[src/sv/ucee_pkg.sv]
// ----------------------------------------------------------------------------
// ucee_pkg
// Shared types, codes and helpers of the endpoint-zero control engine.
// ----------------------------------------------------------------------------
package ucee_pkg;

   // largest control IN packet, and the width that holds 0..MAX_PACKET
   localparam int MAX_PACKET   = 64;
   localparam int PKT_LEN_W    = $clog2(MAX_PACKET + 1);
   localparam int STRING_SLOTS = 4;
   localparam int STR_SEL_W    = 2;

   // command queue between decode and execute
   localparam int QUEUE_DEPTH = 2;
   localparam int QUEUE_PTR_W = (QUEUE_DEPTH > 1) ? $clog2(QUEUE_DEPTH) : 1;
   localparam int QUEUE_CNT_W = $clog2(QUEUE_DEPTH + 1);

   // register reset values
   localparam logic [7:0]  DEVICE_DESC_LEN_RST = 8'd18;
   localparam logic [15:0] CONFIG_DESC_LEN_RST = 16'd67;
   localparam logic [2:0]  STRING_COUNT_RST    = 3'd4;
   localparam logic [7:0]  STRING_LEN_RST      = 8'd4;

   // setup decode constants
   localparam logic [1:0] KIND_STANDARD       = 2'b00;
   localparam logic [1:0] KIND_CLASS          = 2'b01;
   localparam logic [7:0] REQ_GET_DESCRIPTOR  = 8'h06;
   localparam logic [7:0] REQ_SET_ADDRESS     = 8'h05;
   localparam logic [7:0] REQ_SET_CONFIG      = 8'h09;
   localparam logic [7:0] REQ_SET_LINE_CODING = 8'h20;
   localparam logic [7:0] REQ_GET_LINE_CODING = 8'h21;
   localparam logic [7:0] REQ_SET_CTRL_LINE   = 8'h22;
   localparam logic [7:0] DESC_DEVICE         = 8'h01;
   localparam logic [7:0] DESC_CONFIG         = 8'h02;
   localparam logic [7:0] DESC_STRING         = 8'h03;
   localparam logic [7:0] DESC_QUALIFIER      = 8'h06;
   localparam logic [15:0] LINE_CODING_LEN    = 16'd7;

   typedef enum logic [1:0] {
      EVT_SETUP     = 2'd0,
      EVT_IN_DONE   = 2'd1,
      EVT_BUS_RESET = 2'd2
   } event_type;

   typedef enum logic [2:0] {
      CSR_DEVICE_DESC_LEN = 3'd0,
      CSR_CONFIG_DESC_LEN = 3'd1,
      CSR_STRING_COUNT    = 3'd2,
      CSR_STRING_LEN_A    = 3'd3,
      CSR_STRING_LEN_B    = 3'd4,
      CSR_STRING_LEN_C    = 3'd5,
      CSR_STRING_LEN_D    = 3'd6
   } csr_index_type;

   typedef enum logic [2:0] {
      ACTION_NONE      = 3'd0,
      ACTION_SEND_IN   = 3'd1,
      ACTION_STALL     = 3'd2,
      ACTION_ARM_OUT   = 3'd3,
      ACTION_ARM_SETUP = 3'd4
   } action_type;

   typedef enum logic [2:0] {
      SRC_ZLP         = 3'd0,
      SRC_DEVICE      = 3'd1,
      SRC_CONFIG      = 3'd2,
      SRC_STRING      = 3'd3,
      SRC_LINE_CODING = 3'd4
   } source_type;

   typedef enum logic [1:0] {
      PH_IDLE = 2'd0,
      PH_SEND = 2'd1,
      PH_RECV = 2'd2
   } phase_type;

   typedef enum logic [1:0] {
      DEV_DEFAULT    = 2'd0,
      DEV_ADDRESSED  = 2'd1,
      DEV_CONFIGURED = 2'd2
   } dev_state_type;

   typedef enum logic [1:0] {
      CMD_NOP       = 2'd0,
      CMD_SETUP     = 2'd1,
      CMD_IN_DONE   = 2'd2,
      CMD_BUS_RESET = 2'd3
   } cmd_op_type;

   typedef enum logic [1:0] {
      ACT_NONE    = 2'd0,
      ACT_SEND    = 2'd1,
      ACT_STALL   = 2'd2,
      ACT_ARM_OUT = 2'd3
   } setup_act_type;

   // classified command handed from decode to execute
   typedef struct packed {
      cmd_op_type    op;
      setup_act_type act;
      source_type    source;
      logic [7:0]    str_idx;
      logic [15:0]   send_len;
      logic          set_addr;
      logic          set_cfg;
      logic          set_line;
      logic [6:0]    addr;
      logic [1:0]    line;
   } cmd_type;

   // clamp a byte count to one packet
   function automatic logic [PKT_LEN_W-1:0] clamp_packet(input logic [15:0] len);
      logic [PKT_LEN_W-1:0] res;
      if (len < 16'(MAX_PACKET)) begin
         res = len[PKT_LEN_W-1:0];
      end else begin
         res = PKT_LEN_W'(MAX_PACKET);
      end
      return res;
   endfunction

endpackage

[src/sv/ucee_req_if.sv]
// ----------------------------------------------------------------------------
// ucee_req_if
// Event channel into the control engine: valid/ready plus setup fields.
// ----------------------------------------------------------------------------
interface ucee_req_if;
   logic        valid;
   logic        ready;
   logic [1:0]  event_kind;
   logic [7:0]  request_kind;
   logic [7:0]  request_code;
   logic [15:0] request_value;
   logic [15:0] request_length;

   modport source (output valid, event_kind, request_kind, request_code,
                   request_value, request_length, input ready);
   modport sink (input valid, event_kind, request_kind, request_code,
                 request_value, request_length, output ready);
endinterface

[src/sv/ucee_rsp_if.sv]
// ----------------------------------------------------------------------------
// ucee_rsp_if
// Result channel out of the control engine: valid/ready plus action fields.
// ----------------------------------------------------------------------------
interface ucee_rsp_if;
   logic        valid;
   logic        ready;
   logic [2:0]  action;
   logic [2:0]  data_source;
   logic [7:0]  string_index;
   logic [15:0] data_offset;
   logic [6:0]  packet_len;
   logic [6:0]  device_address;
   logic [1:0]  device_state;
   logic        configured;
   logic        dtr;
   logic        rts;

   modport source (output valid, action, data_source, string_index, data_offset,
                   packet_len, device_address, device_state, configured, dtr,
                   rts, input ready);
   modport sink (input valid, action, data_source, string_index, data_offset,
                 packet_len, device_address, device_state, configured, dtr,
                 rts, output ready);
endinterface

[src/sv/usb_control_endpoint_engine_core.sv]
// ----------------------------------------------------------------------------
// usb_control_endpoint_engine_core
// Endpoint-zero request handler: decodes setup, IN-complete and bus-reset
// events and issues one action beat per event.
// ----------------------------------------------------------------------------
// Usage:
//   req_chan carries one event per beat (setup fields, IN complete, bus
//   reset); rsp_chan returns exactly one result beat per event, in order.
//   csr_we/csr_index/csr_wdata load the descriptor lengths and string count;
//   write them only while no event is in flight.
//   An accepted event passes decode, one queue slot and execute into the
//   output register, which then holds its result beat. Throughput: one event
//   per cycle while rsp_chan is not stalled, set by the single execute stage
//   that updates the control state as it takes each command.
//   The two-entry command queue and the output register let the input side
//   keep accepting while a result waits; when rsp_chan stalls, the queue
//   fills and req_chan.ready drops after two more events.
//   Reset (synchronous, active high) empties the queue, drops rsp_chan.valid,
//   returns the descriptor registers to their defaults and clears address,
//   configuration, line state and the control phase.
// ----------------------------------------------------------------------------
module usb_control_endpoint_engine_core (
   input  logic        clock,
   input  logic        reset,
   input  logic        csr_we,
   input  logic [2:0]  csr_index,
   input  logic [15:0] csr_wdata,
   ucee_req_if.sink    req_chan,
   ucee_rsp_if.source  rsp_chan
);

   ucee_pkg::cmd_type  dec_cmd;
   ucee_pkg::cmd_type  head_cmd;
   logic               dec_push;
   logic               q_not_full;
   logic               q_not_empty;
   logic               q_pop;

   assign req_chan.ready = q_not_full;

   // event decode and descriptor registers
   ucee_front u_front (
      .clock      (clock),
      .reset      (reset),
      .csr_we     (csr_we),
      .csr_index  (csr_index),
      .csr_wdata  (csr_wdata),
      .evt_valid  (req_chan.valid),
      .evt_type   (req_chan.event_kind),
      .evt_kind   (req_chan.request_kind),
      .evt_code   (req_chan.request_code),
      .evt_value  (req_chan.request_value),
      .evt_length (req_chan.request_length),
      .cmd        (dec_cmd),
      .cmd_push   (dec_push)
   );

   // command queue
   ucee_queue u_queue (
      .clock     (clock),
      .reset     (reset),
      .push      (dec_push),
      .push_cmd  (dec_cmd),
      .not_full  (q_not_full),
      .pop       (q_pop),
      .head_cmd  (head_cmd),
      .not_empty (q_not_empty)
   );

   // execution and result register
   ucee_back u_back (
      .clock     (clock),
      .reset     (reset),
      .cmd_valid (q_not_empty),
      .cmd       (head_cmd),
      .cmd_pop   (q_pop),
      .rsp_chan  (rsp_chan)
   );

endmodule

[src/sv/ucee_front.sv]
// ----------------------------------------------------------------------------
// ucee_front
// Holds the descriptor registers and classifies each event into a command.
// ----------------------------------------------------------------------------
module ucee_front (
   input  logic               clock,
   input  logic               reset,
   input  logic               csr_we,
   input  logic [2:0]         csr_index,
   input  logic [15:0]        csr_wdata,
   input  logic               evt_valid,
   input  logic [1:0]         evt_type,
   input  logic [7:0]         evt_kind,
   input  logic [7:0]         evt_code,
   input  logic [15:0]        evt_value,
   input  logic [15:0]        evt_length,
   output ucee_pkg::cmd_type  cmd,
   output logic               cmd_push
);

   logic [7:0]  dev_len_ff;
   logic [15:0] cfg_len_ff;
   logic [2:0]  str_count_ff;
   logic [7:0]  str_len_ff [ucee_pkg::STRING_SLOTS];

   logic [7:0]  dtype;
   logic [7:0]  idx;
   logic        idx_ok;
   logic [7:0]  sel_len;

   // descriptor registers
   always_ff @(posedge clock) begin
      if (reset) begin
         dev_len_ff   <= ucee_pkg::DEVICE_DESC_LEN_RST;
         cfg_len_ff   <= ucee_pkg::CONFIG_DESC_LEN_RST;
         str_count_ff <= ucee_pkg::STRING_COUNT_RST;
         for (int i = 0; i < ucee_pkg::STRING_SLOTS; i++) begin
            str_len_ff[i] <= ucee_pkg::STRING_LEN_RST;
         end
      end else if (csr_we) begin
         case (csr_index)
            ucee_pkg::CSR_DEVICE_DESC_LEN: dev_len_ff   <= csr_wdata[7:0];
            ucee_pkg::CSR_CONFIG_DESC_LEN: cfg_len_ff   <= csr_wdata;
            ucee_pkg::CSR_STRING_COUNT:    str_count_ff <= csr_wdata[2:0];
            ucee_pkg::CSR_STRING_LEN_A:    str_len_ff[0] <= csr_wdata[7:0];
            ucee_pkg::CSR_STRING_LEN_B:    str_len_ff[1] <= csr_wdata[7:0];
            ucee_pkg::CSR_STRING_LEN_C:    str_len_ff[2] <= csr_wdata[7:0];
            ucee_pkg::CSR_STRING_LEN_D:    str_len_ff[3] <= csr_wdata[7:0];
            default: ;
         endcase
      end
   end

   // string descriptor lookup
   assign dtype   = evt_value[15:8];
   assign idx     = evt_value[7:0];
   assign idx_ok  = (idx < {5'd0, str_count_ff}) && (idx < 8'(ucee_pkg::STRING_SLOTS));
   assign sel_len = str_len_ff[idx[ucee_pkg::STR_SEL_W-1:0]];

   // event classification
   always_comb begin
      cmd          = '0;
      cmd.op       = ucee_pkg::CMD_NOP;
      cmd.act      = ucee_pkg::ACT_NONE;
      cmd.source   = ucee_pkg::SRC_ZLP;
      cmd.addr     = evt_value[6:0];
      cmd.line     = evt_value[1:0];
      case (evt_type)
         ucee_pkg::EVT_SETUP: begin
            cmd.op = ucee_pkg::CMD_SETUP;
            if (evt_kind[6:5] == ucee_pkg::KIND_STANDARD) begin
               cmd.act = ucee_pkg::ACT_SEND;
               if (evt_code == ucee_pkg::REQ_GET_DESCRIPTOR) begin
                  if (dtype == ucee_pkg::DESC_DEVICE) begin
                     cmd.source   = ucee_pkg::SRC_DEVICE;
                     cmd.send_len = (evt_length < {8'd0, dev_len_ff}) ?
                                    evt_length : {8'd0, dev_len_ff};
                  end else if (dtype == ucee_pkg::DESC_CONFIG) begin
                     cmd.source   = ucee_pkg::SRC_CONFIG;
                     cmd.send_len = (evt_length < cfg_len_ff) ? evt_length : cfg_len_ff;
                  end else if (dtype == ucee_pkg::DESC_STRING && idx_ok) begin
                     cmd.source   = ucee_pkg::SRC_STRING;
                     cmd.str_idx  = idx;
                     cmd.send_len = (evt_length < {8'd0, sel_len}) ?
                                    evt_length : {8'd0, sel_len};
                  end else if (dtype == ucee_pkg::DESC_QUALIFIER) begin
                     cmd.act = ucee_pkg::ACT_STALL;
                  end else begin
                     cmd.act = ucee_pkg::ACT_NONE;
                  end
               end else if (evt_code == ucee_pkg::REQ_SET_ADDRESS) begin
                  cmd.set_addr = 1'b1;
               end else if (evt_code == ucee_pkg::REQ_SET_CONFIG) begin
                  cmd.set_cfg = 1'b1;
               end
            end else if (evt_kind[6:5] == ucee_pkg::KIND_CLASS) begin
               cmd.act = ucee_pkg::ACT_SEND;
               if (evt_code == ucee_pkg::REQ_SET_LINE_CODING) begin
                  cmd.act = ucee_pkg::ACT_ARM_OUT;
               end else if (evt_code == ucee_pkg::REQ_GET_LINE_CODING) begin
                  cmd.source   = ucee_pkg::SRC_LINE_CODING;
                  cmd.send_len = ucee_pkg::LINE_CODING_LEN;
               end else if (evt_code == ucee_pkg::REQ_SET_CTRL_LINE) begin
                  cmd.set_line = 1'b1;
               end
            end
         end
         ucee_pkg::EVT_IN_DONE:   cmd.op = ucee_pkg::CMD_IN_DONE;
         ucee_pkg::EVT_BUS_RESET: cmd.op = ucee_pkg::CMD_BUS_RESET;
         default:                 cmd.op = ucee_pkg::CMD_NOP;
      endcase
   end

   assign cmd_push = evt_valid;

endmodule

[src/sv/ucee_queue.sv]
// ----------------------------------------------------------------------------
// ucee_queue
// Short command queue between event decode and execution.
// ----------------------------------------------------------------------------
module ucee_queue (
   input  logic               clock,
   input  logic               reset,
   input  logic               push,
   input  ucee_pkg::cmd_type  push_cmd,
   output logic               not_full,
   input  logic               pop,
   output ucee_pkg::cmd_type  head_cmd,
   output logic               not_empty
);

   ucee_pkg::cmd_type                  mem_ff [ucee_pkg::QUEUE_DEPTH];
   logic [ucee_pkg::QUEUE_PTR_W-1:0]   wr_ptr_ff, wr_ptr_in;
   logic [ucee_pkg::QUEUE_PTR_W-1:0]   rd_ptr_ff, rd_ptr_in;
   logic [ucee_pkg::QUEUE_CNT_W-1:0]   count_ff, count_in;
   logic                               do_push;
   logic                               do_pop;

   assign not_full  = count_ff != ucee_pkg::QUEUE_CNT_W'(ucee_pkg::QUEUE_DEPTH);
   assign not_empty = count_ff != '0;
   assign do_push   = push && not_full;
   assign do_pop    = pop && not_empty;
   assign head_cmd  = mem_ff[rd_ptr_ff];

   // pointer and fill count update
   always_comb begin
      wr_ptr_in = wr_ptr_ff;
      rd_ptr_in = rd_ptr_ff;
      count_in  = count_ff;
      if (do_push) begin
         wr_ptr_in = (wr_ptr_ff == ucee_pkg::QUEUE_PTR_W'(ucee_pkg::QUEUE_DEPTH - 1)) ?
                     '0 : wr_ptr_ff + 1'b1;
      end
      if (do_pop) begin
         rd_ptr_in = (rd_ptr_ff == ucee_pkg::QUEUE_PTR_W'(ucee_pkg::QUEUE_DEPTH - 1)) ?
                     '0 : rd_ptr_ff + 1'b1;
      end
      if (do_push && !do_pop) begin
         count_in = count_ff + 1'b1;
      end else if (do_pop && !do_push) begin
         count_in = count_ff - 1'b1;
      end
   end

   always_ff @(posedge clock) begin
      if (reset) begin
         wr_ptr_ff <= '0;
         rd_ptr_ff <= '0;
         count_ff  <= '0;
      end else begin
         wr_ptr_ff <= wr_ptr_in;
         rd_ptr_ff <= rd_ptr_in;
         count_ff  <= count_in;
      end
   end

   // entry storage
   always_ff @(posedge clock) begin
      if (do_push) begin
         mem_ff[wr_ptr_ff] <= push_cmd;
      end
   end

endmodule

[src/sv/ucee_back.sv]
// ----------------------------------------------------------------------------
// ucee_back
// Executes commands against the control and enumeration state and
// registers one result beat per command.
// ----------------------------------------------------------------------------
module ucee_back (
   input  logic               clock,
   input  logic               reset,
   input  logic               cmd_valid,
   input  ucee_pkg::cmd_type  cmd,
   output logic               cmd_pop,
   ucee_rsp_if.source         rsp_chan
);

   ucee_pkg::phase_type      phase_ff, phase_in;
   logic [15:0]              total_ff, total_in;
   logic [15:0]              sent_ff, sent_in;
   ucee_pkg::source_type     src_ff, src_in;
   logic [7:0]               str_ff, str_in;
   ucee_pkg::dev_state_type  dev_ff, dev_in;
   logic [6:0]               addr_ff, addr_in;
   logic                     cfg_ff, cfg_in;
   logic [1:0]               line_ff, line_in;

   logic                     out_valid_ff;
   ucee_pkg::action_type     act_ff, act_in;
   ucee_pkg::source_type     osrc_ff, osrc_in;
   logic [7:0]               ostr_ff, ostr_in;
   logic [15:0]              ooff_ff, ooff_in;
   logic [ucee_pkg::PKT_LEN_W-1:0] olen_ff, olen_in;

   logic [15:0]              left;
   logic [ucee_pkg::PKT_LEN_W-1:0] chunk;
   logic [15:0]              sent_next;
   logic [15:0]              remaining;

   // take a command when the output register is free or draining
   assign cmd_pop = cmd_valid && (!out_valid_ff || rsp_chan.ready);

   // chunk bookkeeping for IN complete
   assign left      = total_ff - sent_ff;
   assign chunk     = ucee_pkg::clamp_packet(left);
   assign sent_next = sent_ff + 16'(chunk);
   assign remaining = left - 16'(chunk);

   // command execution
   always_comb begin
      phase_in = phase_ff;
      total_in = total_ff;
      sent_in  = sent_ff;
      src_in   = src_ff;
      str_in   = str_ff;
      dev_in   = dev_ff;
      addr_in  = addr_ff;
      cfg_in   = cfg_ff;
      line_in  = line_ff;
      act_in   = ucee_pkg::ACTION_NONE;
      osrc_in  = ucee_pkg::SRC_ZLP;
      ostr_in  = '0;
      ooff_in  = '0;
      olen_in  = '0;
      case (cmd.op)
         ucee_pkg::CMD_SETUP: begin
            if (phase_ff != ucee_pkg::PH_SEND) begin
               phase_in = ucee_pkg::PH_IDLE;
            end
            if (cmd.set_addr) begin
               addr_in = cmd.addr;
               dev_in  = (cmd.addr != '0) ? ucee_pkg::DEV_ADDRESSED : ucee_pkg::DEV_DEFAULT;
            end
            if (cmd.set_cfg) begin
               cfg_in = 1'b1;
               dev_in = ucee_pkg::DEV_CONFIGURED;
            end
            if (cmd.set_line) begin
               line_in = cmd.line;
            end
            case (cmd.act)
               ucee_pkg::ACT_SEND: begin
                  // a transfer already in its data phase swallows the new one
                  if (phase_ff != ucee_pkg::PH_SEND) begin
                     phase_in = ucee_pkg::PH_SEND;
                     total_in = cmd.send_len;
                     sent_in  = '0;
                     src_in   = cmd.source;
                     str_in   = cmd.str_idx;
                     act_in   = ucee_pkg::ACTION_SEND_IN;
                     osrc_in  = cmd.source;
                     ostr_in  = (cmd.source == ucee_pkg::SRC_STRING) ? cmd.str_idx : '0;
                     olen_in  = ucee_pkg::clamp_packet(cmd.send_len);
                  end
               end
               ucee_pkg::ACT_STALL: act_in = ucee_pkg::ACTION_STALL;
               ucee_pkg::ACT_ARM_OUT: begin
                  phase_in = ucee_pkg::PH_RECV;
                  act_in   = ucee_pkg::ACTION_ARM_OUT;
               end
               default: ;
            endcase
         end
         ucee_pkg::CMD_IN_DONE: begin
            if (phase_ff == ucee_pkg::PH_SEND && remaining != '0) begin
               sent_in = sent_next;
               act_in  = ucee_pkg::ACTION_SEND_IN;
               osrc_in = src_ff;
               ostr_in = (src_ff == ucee_pkg::SRC_STRING) ? str_ff : '0;
               ooff_in = sent_next;
               olen_in = ucee_pkg::clamp_packet(remaining);
            end else begin
               if (phase_ff == ucee_pkg::PH_SEND) begin
                  sent_in = sent_next;
               end
               phase_in = ucee_pkg::PH_IDLE;
               act_in   = ucee_pkg::ACTION_ARM_SETUP;
            end
         end
         ucee_pkg::CMD_BUS_RESET: begin
            dev_in   = ucee_pkg::DEV_DEFAULT;
            cfg_in   = 1'b0;
            addr_in  = '0;
            phase_in = ucee_pkg::PH_IDLE;
            act_in   = ucee_pkg::ACTION_ARM_SETUP;
         end
         default: ;
      endcase
   end

   // control and enumeration state
   always_ff @(posedge clock) begin
      if (reset) begin
         phase_ff <= ucee_pkg::PH_IDLE;
         total_ff <= '0;
         sent_ff  <= '0;
         src_ff   <= ucee_pkg::SRC_ZLP;
         str_ff   <= '0;
         dev_ff   <= ucee_pkg::DEV_DEFAULT;
         addr_ff  <= '0;
         cfg_ff   <= 1'b0;
         line_ff  <= '0;
      end else if (cmd_pop) begin
         phase_ff <= phase_in;
         total_ff <= total_in;
         sent_ff  <= sent_in;
         src_ff   <= src_in;
         str_ff   <= str_in;
         dev_ff   <= dev_in;
         addr_ff  <= addr_in;
         cfg_ff   <= cfg_in;
         line_ff  <= line_in;
      end
   end

   // result beat valid
   always_ff @(posedge clock) begin
      if (reset) begin
         out_valid_ff <= 1'b0;
      end else if (cmd_pop) begin
         out_valid_ff <= 1'b1;
      end else if (rsp_chan.ready) begin
         out_valid_ff <= 1'b0;
      end
   end

   // result beat payload
   always_ff @(posedge clock) begin
      if (cmd_pop) begin
         act_ff  <= act_in;
         osrc_ff <= osrc_in;
         ostr_ff <= ostr_in;
         ooff_ff <= ooff_in;
         olen_ff <= olen_in;
      end
   end

   assign rsp_chan.valid          = out_valid_ff;
   assign rsp_chan.action         = act_ff;
   assign rsp_chan.data_source    = osrc_ff;
   assign rsp_chan.string_index   = ostr_ff;
   assign rsp_chan.data_offset    = ooff_ff;
   assign rsp_chan.packet_len     = olen_ff;
   assign rsp_chan.device_address = addr_ff;
   assign rsp_chan.device_state   = dev_ff;
   assign rsp_chan.configured     = cfg_ff;
   assign rsp_chan.dtr            = line_ff[0];
   assign rsp_chan.rts            = line_ff[1];

endmodule

[src/flat_wrapper.sv]
// flat-port wrapper written by rule: the top's interface ports become plain ports
module usb_control_endpoint_engine_core_flat 
  (clock, reset, csr_we, csr_index, csr_wdata, req_chan_valid, req_chan_event_kind, req_chan_request_kind, req_chan_request_code, req_chan_request_value, req_chan_request_length, req_chan_ready, rsp_chan_valid, rsp_chan_action, rsp_chan_data_source, rsp_chan_string_index, rsp_chan_data_offset, rsp_chan_packet_len, rsp_chan_device_address, rsp_chan_device_state, rsp_chan_configured, rsp_chan_dtr, rsp_chan_rts, rsp_chan_ready);
  ucee_req_if req_chan_i ();
  ucee_rsp_if rsp_chan_i ();
  input  logic clock;
  input  logic reset;
  input  logic csr_we;
  input  logic [2:0] csr_index;
  input  logic [15:0] csr_wdata;
  input wire logic [$bits(req_chan_i.valid)-1:0] req_chan_valid;
  input wire logic [$bits(req_chan_i.event_kind)-1:0] req_chan_event_kind;
  input wire logic [$bits(req_chan_i.request_kind)-1:0] req_chan_request_kind;
  input wire logic [$bits(req_chan_i.request_code)-1:0] req_chan_request_code;
  input wire logic [$bits(req_chan_i.request_value)-1:0] req_chan_request_value;
  input wire logic [$bits(req_chan_i.request_length)-1:0] req_chan_request_length;
  output wire logic [$bits(req_chan_i.ready)-1:0] req_chan_ready;
  output wire logic [$bits(rsp_chan_i.valid)-1:0] rsp_chan_valid;
  output wire logic [$bits(rsp_chan_i.action)-1:0] rsp_chan_action;
  output wire logic [$bits(rsp_chan_i.data_source)-1:0] rsp_chan_data_source;
  output wire logic [$bits(rsp_chan_i.string_index)-1:0] rsp_chan_string_index;
  output wire logic [$bits(rsp_chan_i.data_offset)-1:0] rsp_chan_data_offset;
  output wire logic [$bits(rsp_chan_i.packet_len)-1:0] rsp_chan_packet_len;
  output wire logic [$bits(rsp_chan_i.device_address)-1:0] rsp_chan_device_address;
  output wire logic [$bits(rsp_chan_i.device_state)-1:0] rsp_chan_device_state;
  output wire logic [$bits(rsp_chan_i.configured)-1:0] rsp_chan_configured;
  output wire logic [$bits(rsp_chan_i.dtr)-1:0] rsp_chan_dtr;
  output wire logic [$bits(rsp_chan_i.rts)-1:0] rsp_chan_rts;
  input wire logic [$bits(rsp_chan_i.ready)-1:0] rsp_chan_ready;
  assign req_chan_i.valid = req_chan_valid;
  assign req_chan_i.event_kind = req_chan_event_kind;
  assign req_chan_i.request_kind = req_chan_request_kind;
  assign req_chan_i.request_code = req_chan_request_code;
  assign req_chan_i.request_value = req_chan_request_value;
  assign req_chan_i.request_length = req_chan_request_length;
  assign req_chan_ready = req_chan_i.ready;
  assign rsp_chan_valid = rsp_chan_i.valid;
  assign rsp_chan_action = rsp_chan_i.action;
  assign rsp_chan_data_source = rsp_chan_i.data_source;
  assign rsp_chan_string_index = rsp_chan_i.string_index;
  assign rsp_chan_data_offset = rsp_chan_i.data_offset;
  assign rsp_chan_packet_len = rsp_chan_i.packet_len;
  assign rsp_chan_device_address = rsp_chan_i.device_address;
  assign rsp_chan_device_state = rsp_chan_i.device_state;
  assign rsp_chan_configured = rsp_chan_i.configured;
  assign rsp_chan_dtr = rsp_chan_i.dtr;
  assign rsp_chan_rts = rsp_chan_i.rts;
  assign rsp_chan_i.ready = rsp_chan_ready;
  usb_control_endpoint_engine_core u_core (.clock(clock), .reset(reset), .csr_we(csr_we), .csr_index(csr_index), .csr_wdata(csr_wdata), .req_chan(req_chan_i), .rsp_chan(rsp_chan_i));
endmodule
[config.mk]
export PLATFORM = sky130hd
export DESIGN_NAME = usb_control_endpoint_engine_core_flat
export DESIGN_NICKNAME = d
export VERILOG_FILES = /design/src/sv/ucee_pkg.sv /design/src/sv/ucee_req_if.sv /design/src/sv/ucee_rsp_if.sv /design/src/sv/usb_control_endpoint_engine_core.sv /design/src/sv/ucee_front.sv /design/src/sv/ucee_queue.sv /design/src/sv/ucee_back.sv /design/src/flat_wrapper.sv
export SDC_FILE = /design/constraint.sdc
export NUM_CORES = 1
export LEC_CHECK = 0
export ABC_AREA = 1
export BUFFER_PORTS_ARGS = -buffer_cell sky130_fd_sc_hd__buf_2
export CAP_MARGIN = 10
export CORE_MARGIN = 2
export CORE_UTILIZATION = 40
export DETAILED_ROUTE_END_ITERATION = 12
export GPL_TIMING_DRIVEN = 0
export HOLD_SLACK_MARGIN = 0.05
export PLACE_DENSITY = 0.55
export SLEW_MARGIN = 30
export SYNTH_ARGS = -nofsm -noshare
export SYNTH_HDL_FRONTEND = slang
export SYNTH_HIERARCHICAL = 1
export SYNTH_SLANG_ARGS = --single-unit
[constraint.sdc]
create_clock -name clock -period 9.1 [get_ports clock]
set_input_delay 0.455 -clock clock [delete_from_list [all_inputs] [get_ports clock]]
set_output_delay 0.455 -clock clock [all_outputs]
set_load 0.03 [all_outputs]
==> impl_metrics.yaml <==
logic_synthesis:
  syn_inst: 1550
  synth_edf_count: 155
  synth.most_common_cell: "nand2_1"
  synthesis.area_um2: 13600
  synth.avg_cell_area_um2: 8.77
  ys_warn_count: 6
  synth_ff_type: "edfxtp_1"
  postSynth.asyncResetShare_pct: 0
  synth.largest_area_cell: "edfxtp_1"
  synth.distinct_cells: 59
  ys_top_cells_by_area: "edfxtp_1 34%, dfxtp_1 13%, nand2_1 8.5%"
  ys_ff_latch: 245
  yosys.area.top_type_share_pct: 34.2
  synth_common_cells: "307 x nand2_1, 184 x inv_1, 182 x nor2_1"
  yosysSeqAreaShare_pct: 47.5
grt:
  grt_max_degree: 26
  grt_pass1_vias: 10757
  grt.total_usage_pct: 19.7
  grt_use_met1_pct: 24.7
  busiest_layer: "met2"
  grt_util_met3_pct: 2.16
  met2_usage_pct: 35.3
  antenna_found_initial: 0
  grt_pass1_wl_mm: 55.8
  grt.overflow.total: 0
worst_setup_path:
  critical_path_class: "flop to flop"
  critPathLaunchType: "flop"
  cp-end-kind: "flop"
  slowest_stage: "fa_1"
  cp_data_arrival_time_ns: 5.06
  slowest_delay_ns: 0.42
  cp_max_fo: 8
  cpMostUsedCell: "inv_1"
  cp.required_ns: 9.39
final_layout:
  syn_to_final_growth_pct: 15.8
  layout-drive-gt1-share_pct: 17.6
  antenna_cells: 0
  fin_cells: 2173
  nets: 1841
  fill_cells: 3278
route:
  drt-wirelength-per-cell_um: 16.2
  drc_errors: 0
  first_iter_violations: 675
  totalWireLength_mm: 35.3
  dr.pass1.iters: 5
  vias: 10843
  final_antenna_net_count: 0
  viasPerCell: 4.99
sta:
  final.period_utilization_pct: 52.5
  maxSlewViolCount: 0
  slew_headroom_pct: 45.9
  hold_ws_ns: 0.108
  clock_skew_ns: 0.0144
  rsz0062_at_grt: "false"
  max_freq_ghz: 0.209
  fin_crit_ns: 4.77
  finalSetupViolCount: 0
  worstMarginPinSlew_ns: 0.811
  fin_setup_tns_ns: 0
  finalHoldViolations: 0
clocking:
  cts_resized: 0
  path_clk_slew_ns: 0.06
  cts_made_buffers: 27
  cts_tree: "done"
  holdBufCountCts: 0
  postCtsSetupBuffers: 0
  htreeDepth: 1
  root_buffer: "clkbuf_16"
  clk_path_buf_depth: 3
  clock_sinks: 245
  insertion_delay_ns: 0.53
die:
  die-area_um2: 35500
  row_count: 67
  pin_count: 125
  core_um2: 33500
  die_h_um: 188
  die_x_um: 188
  initial_core_util_pct: 40.6
worst_hold_path:
  holdCritPathClass: "input pin to flop"
flow_run:
  maxCapViolCount: 0
power_and_ir_drop:
  vdd_drop_max_mv: 0.210
  leakage_nw: 6.93
  power.density_nw_per_um2: 272
  finalPower_mw: 4.29
placement:
  place.gp.congestion: 0.898
  dpl.hpwl_mm: 27.7
  io_buffers: 116
  place_inst: 2124
status:
  status: "completed"
-- cells in the final DEF (no fill, tap or decap), types with 4 or more instances in the layout --
master     count
nand2_1      307
inv_1        183
nor2_1       180
edfxtp_1     155
a21oi_1      127
buf_2        120
nand3_1       93
dfxtp_1       90
o21ai_0       67
ha_1          60
mux2_4        40
clkbuf_1      31
clkbuf_16     27
o211ai_1      25
nand4_1       23
nand2_2       17
buf_4         16
clkinv_1      12
nor3_1        11
inv_2         10
buf_6          9
xor2_1         9
nor4_1         9
nand3_2        7
conb_1         7
a32o_1         7
nor2_2         6
o211ai_2       6
buf_12         5
a21oi_2        5
nor2_4         4
or2_2          4
buf_16         4
-- power breakdown --
group,switching [mW],internal [mW],leakage [nW],total [mW]
Sequential,0.0602,1.40,2.23,1.46
Clock,0.436,0.625,0.405,1.06
Combinational,1.17,0.599,4.29,1.77
-- sequential cells by signal, summed over array words and instances (netlist names), 7 cells and up, named ones only --
register / count
u_core/u_back/rsp_chan.data_offset: 16
u_core/u_back/rsp_chan.device_address: 7
u_core/u_back/rsp_chan.packet_len: 7
u_core/u_back/rsp_chan.string_index: 8
u_core/u_back/sent_ff: 16
u_core/u_back/str_ff: 8
u_core/u_back/total_ff: 16
u_core/u_front/cfg_len_ff: 16
u_core/u_front/dev_len_ff: 8
u_core/u_front/str_len_ff: 32
u_core/u_queue/mem_ff: 86
-- metal layers --
metal | routed length, µm | part of all wire (%)
met4 | 1230 | 3.5
met2 | 17200 | 49
met1 | 15700 | 45
met5 | 0 | 0
met3 | 1180 | 3.3
-- worst paths after layout --
kind                                   from                                     end  slack [ns]  depth (start not counted)
max               u_core/u_back/total_ff[0]  u_core/u_back/rsp_chan.data_offset[14]        4.33                         30
min reg2reg  u_core/u_front/str_count_ff[1]          u_core/u_front/str_count_ff[1]        0.46                          2
max reg2reg       u_core/u_back/total_ff[0]  u_core/u_back/rsp_chan.data_offset[14]        4.33                         30
min               req_chan_request_value[0]             u_core/u_queue/mem_ff[1][2]        0.11                          1
-- cell families after synthesis --
| family | after synthesis | share of synthesized area, % |
|---|---|---|
| adders and majority gates | 62 | 5.81 |
| muxes | 43 | 4.66 |
| AOI/OAI and AO/OA | 254 | 10.9 |
| DFF | 245 | 47.5 |
| xor gates and xnor gates | 10 | 0.644 |
| other | 2 | 0.0552 |
| buffers and inverters | 258 | 8.72 |
| and+or+nand+nor | 676 | 21.8 |
-- stage by stage --
step           worst slack [ns]  utilization, %  cell area, µm²
2_1_floorplan              5.01               -           13600
3_3_place_gp               4.34            44.0           14800
3_5_place_dp               4.34            44.5           14900
4_1_cts                    4.32            47.0           15800
5_1_grt                    3.95            47.0           15800
6_report                   4.33            47.0           15800
-- final cells by class --
cell class | instances | area [µm²] | area share [%]
Sequential cell | 245 | 6460 | 41.0
Clock buffer | 32 | 694 | 4.41
Timing Repair Buffer | 121 | 711 | 4.51
Buffer | 61 | 438 | 2.78
Multi-Input combinational cell | 1052 | 5990 | 38.0
Clock inverter | 17 | 154 | 0.977
Inverter | 197 | 748 | 4.75
Tap cell | 448 | 561 | 3.56
-- worst max-delay path, delay by kind of cell, from the launching register on --
| family | cells | cell delay, ns |
|---|---|---|
| buf+inv | 6 | 0.49 |
| compound gates | 3 | 0.25 |
| simple gates | 17 | 2.22 |
| flops | 1 | 0.33 |
| xor+xnor | 1 | 0.17 |
| fa+ha+maj | 3 | 1.05 |
No activity file was read; power rests on OpenSTA's default activity.
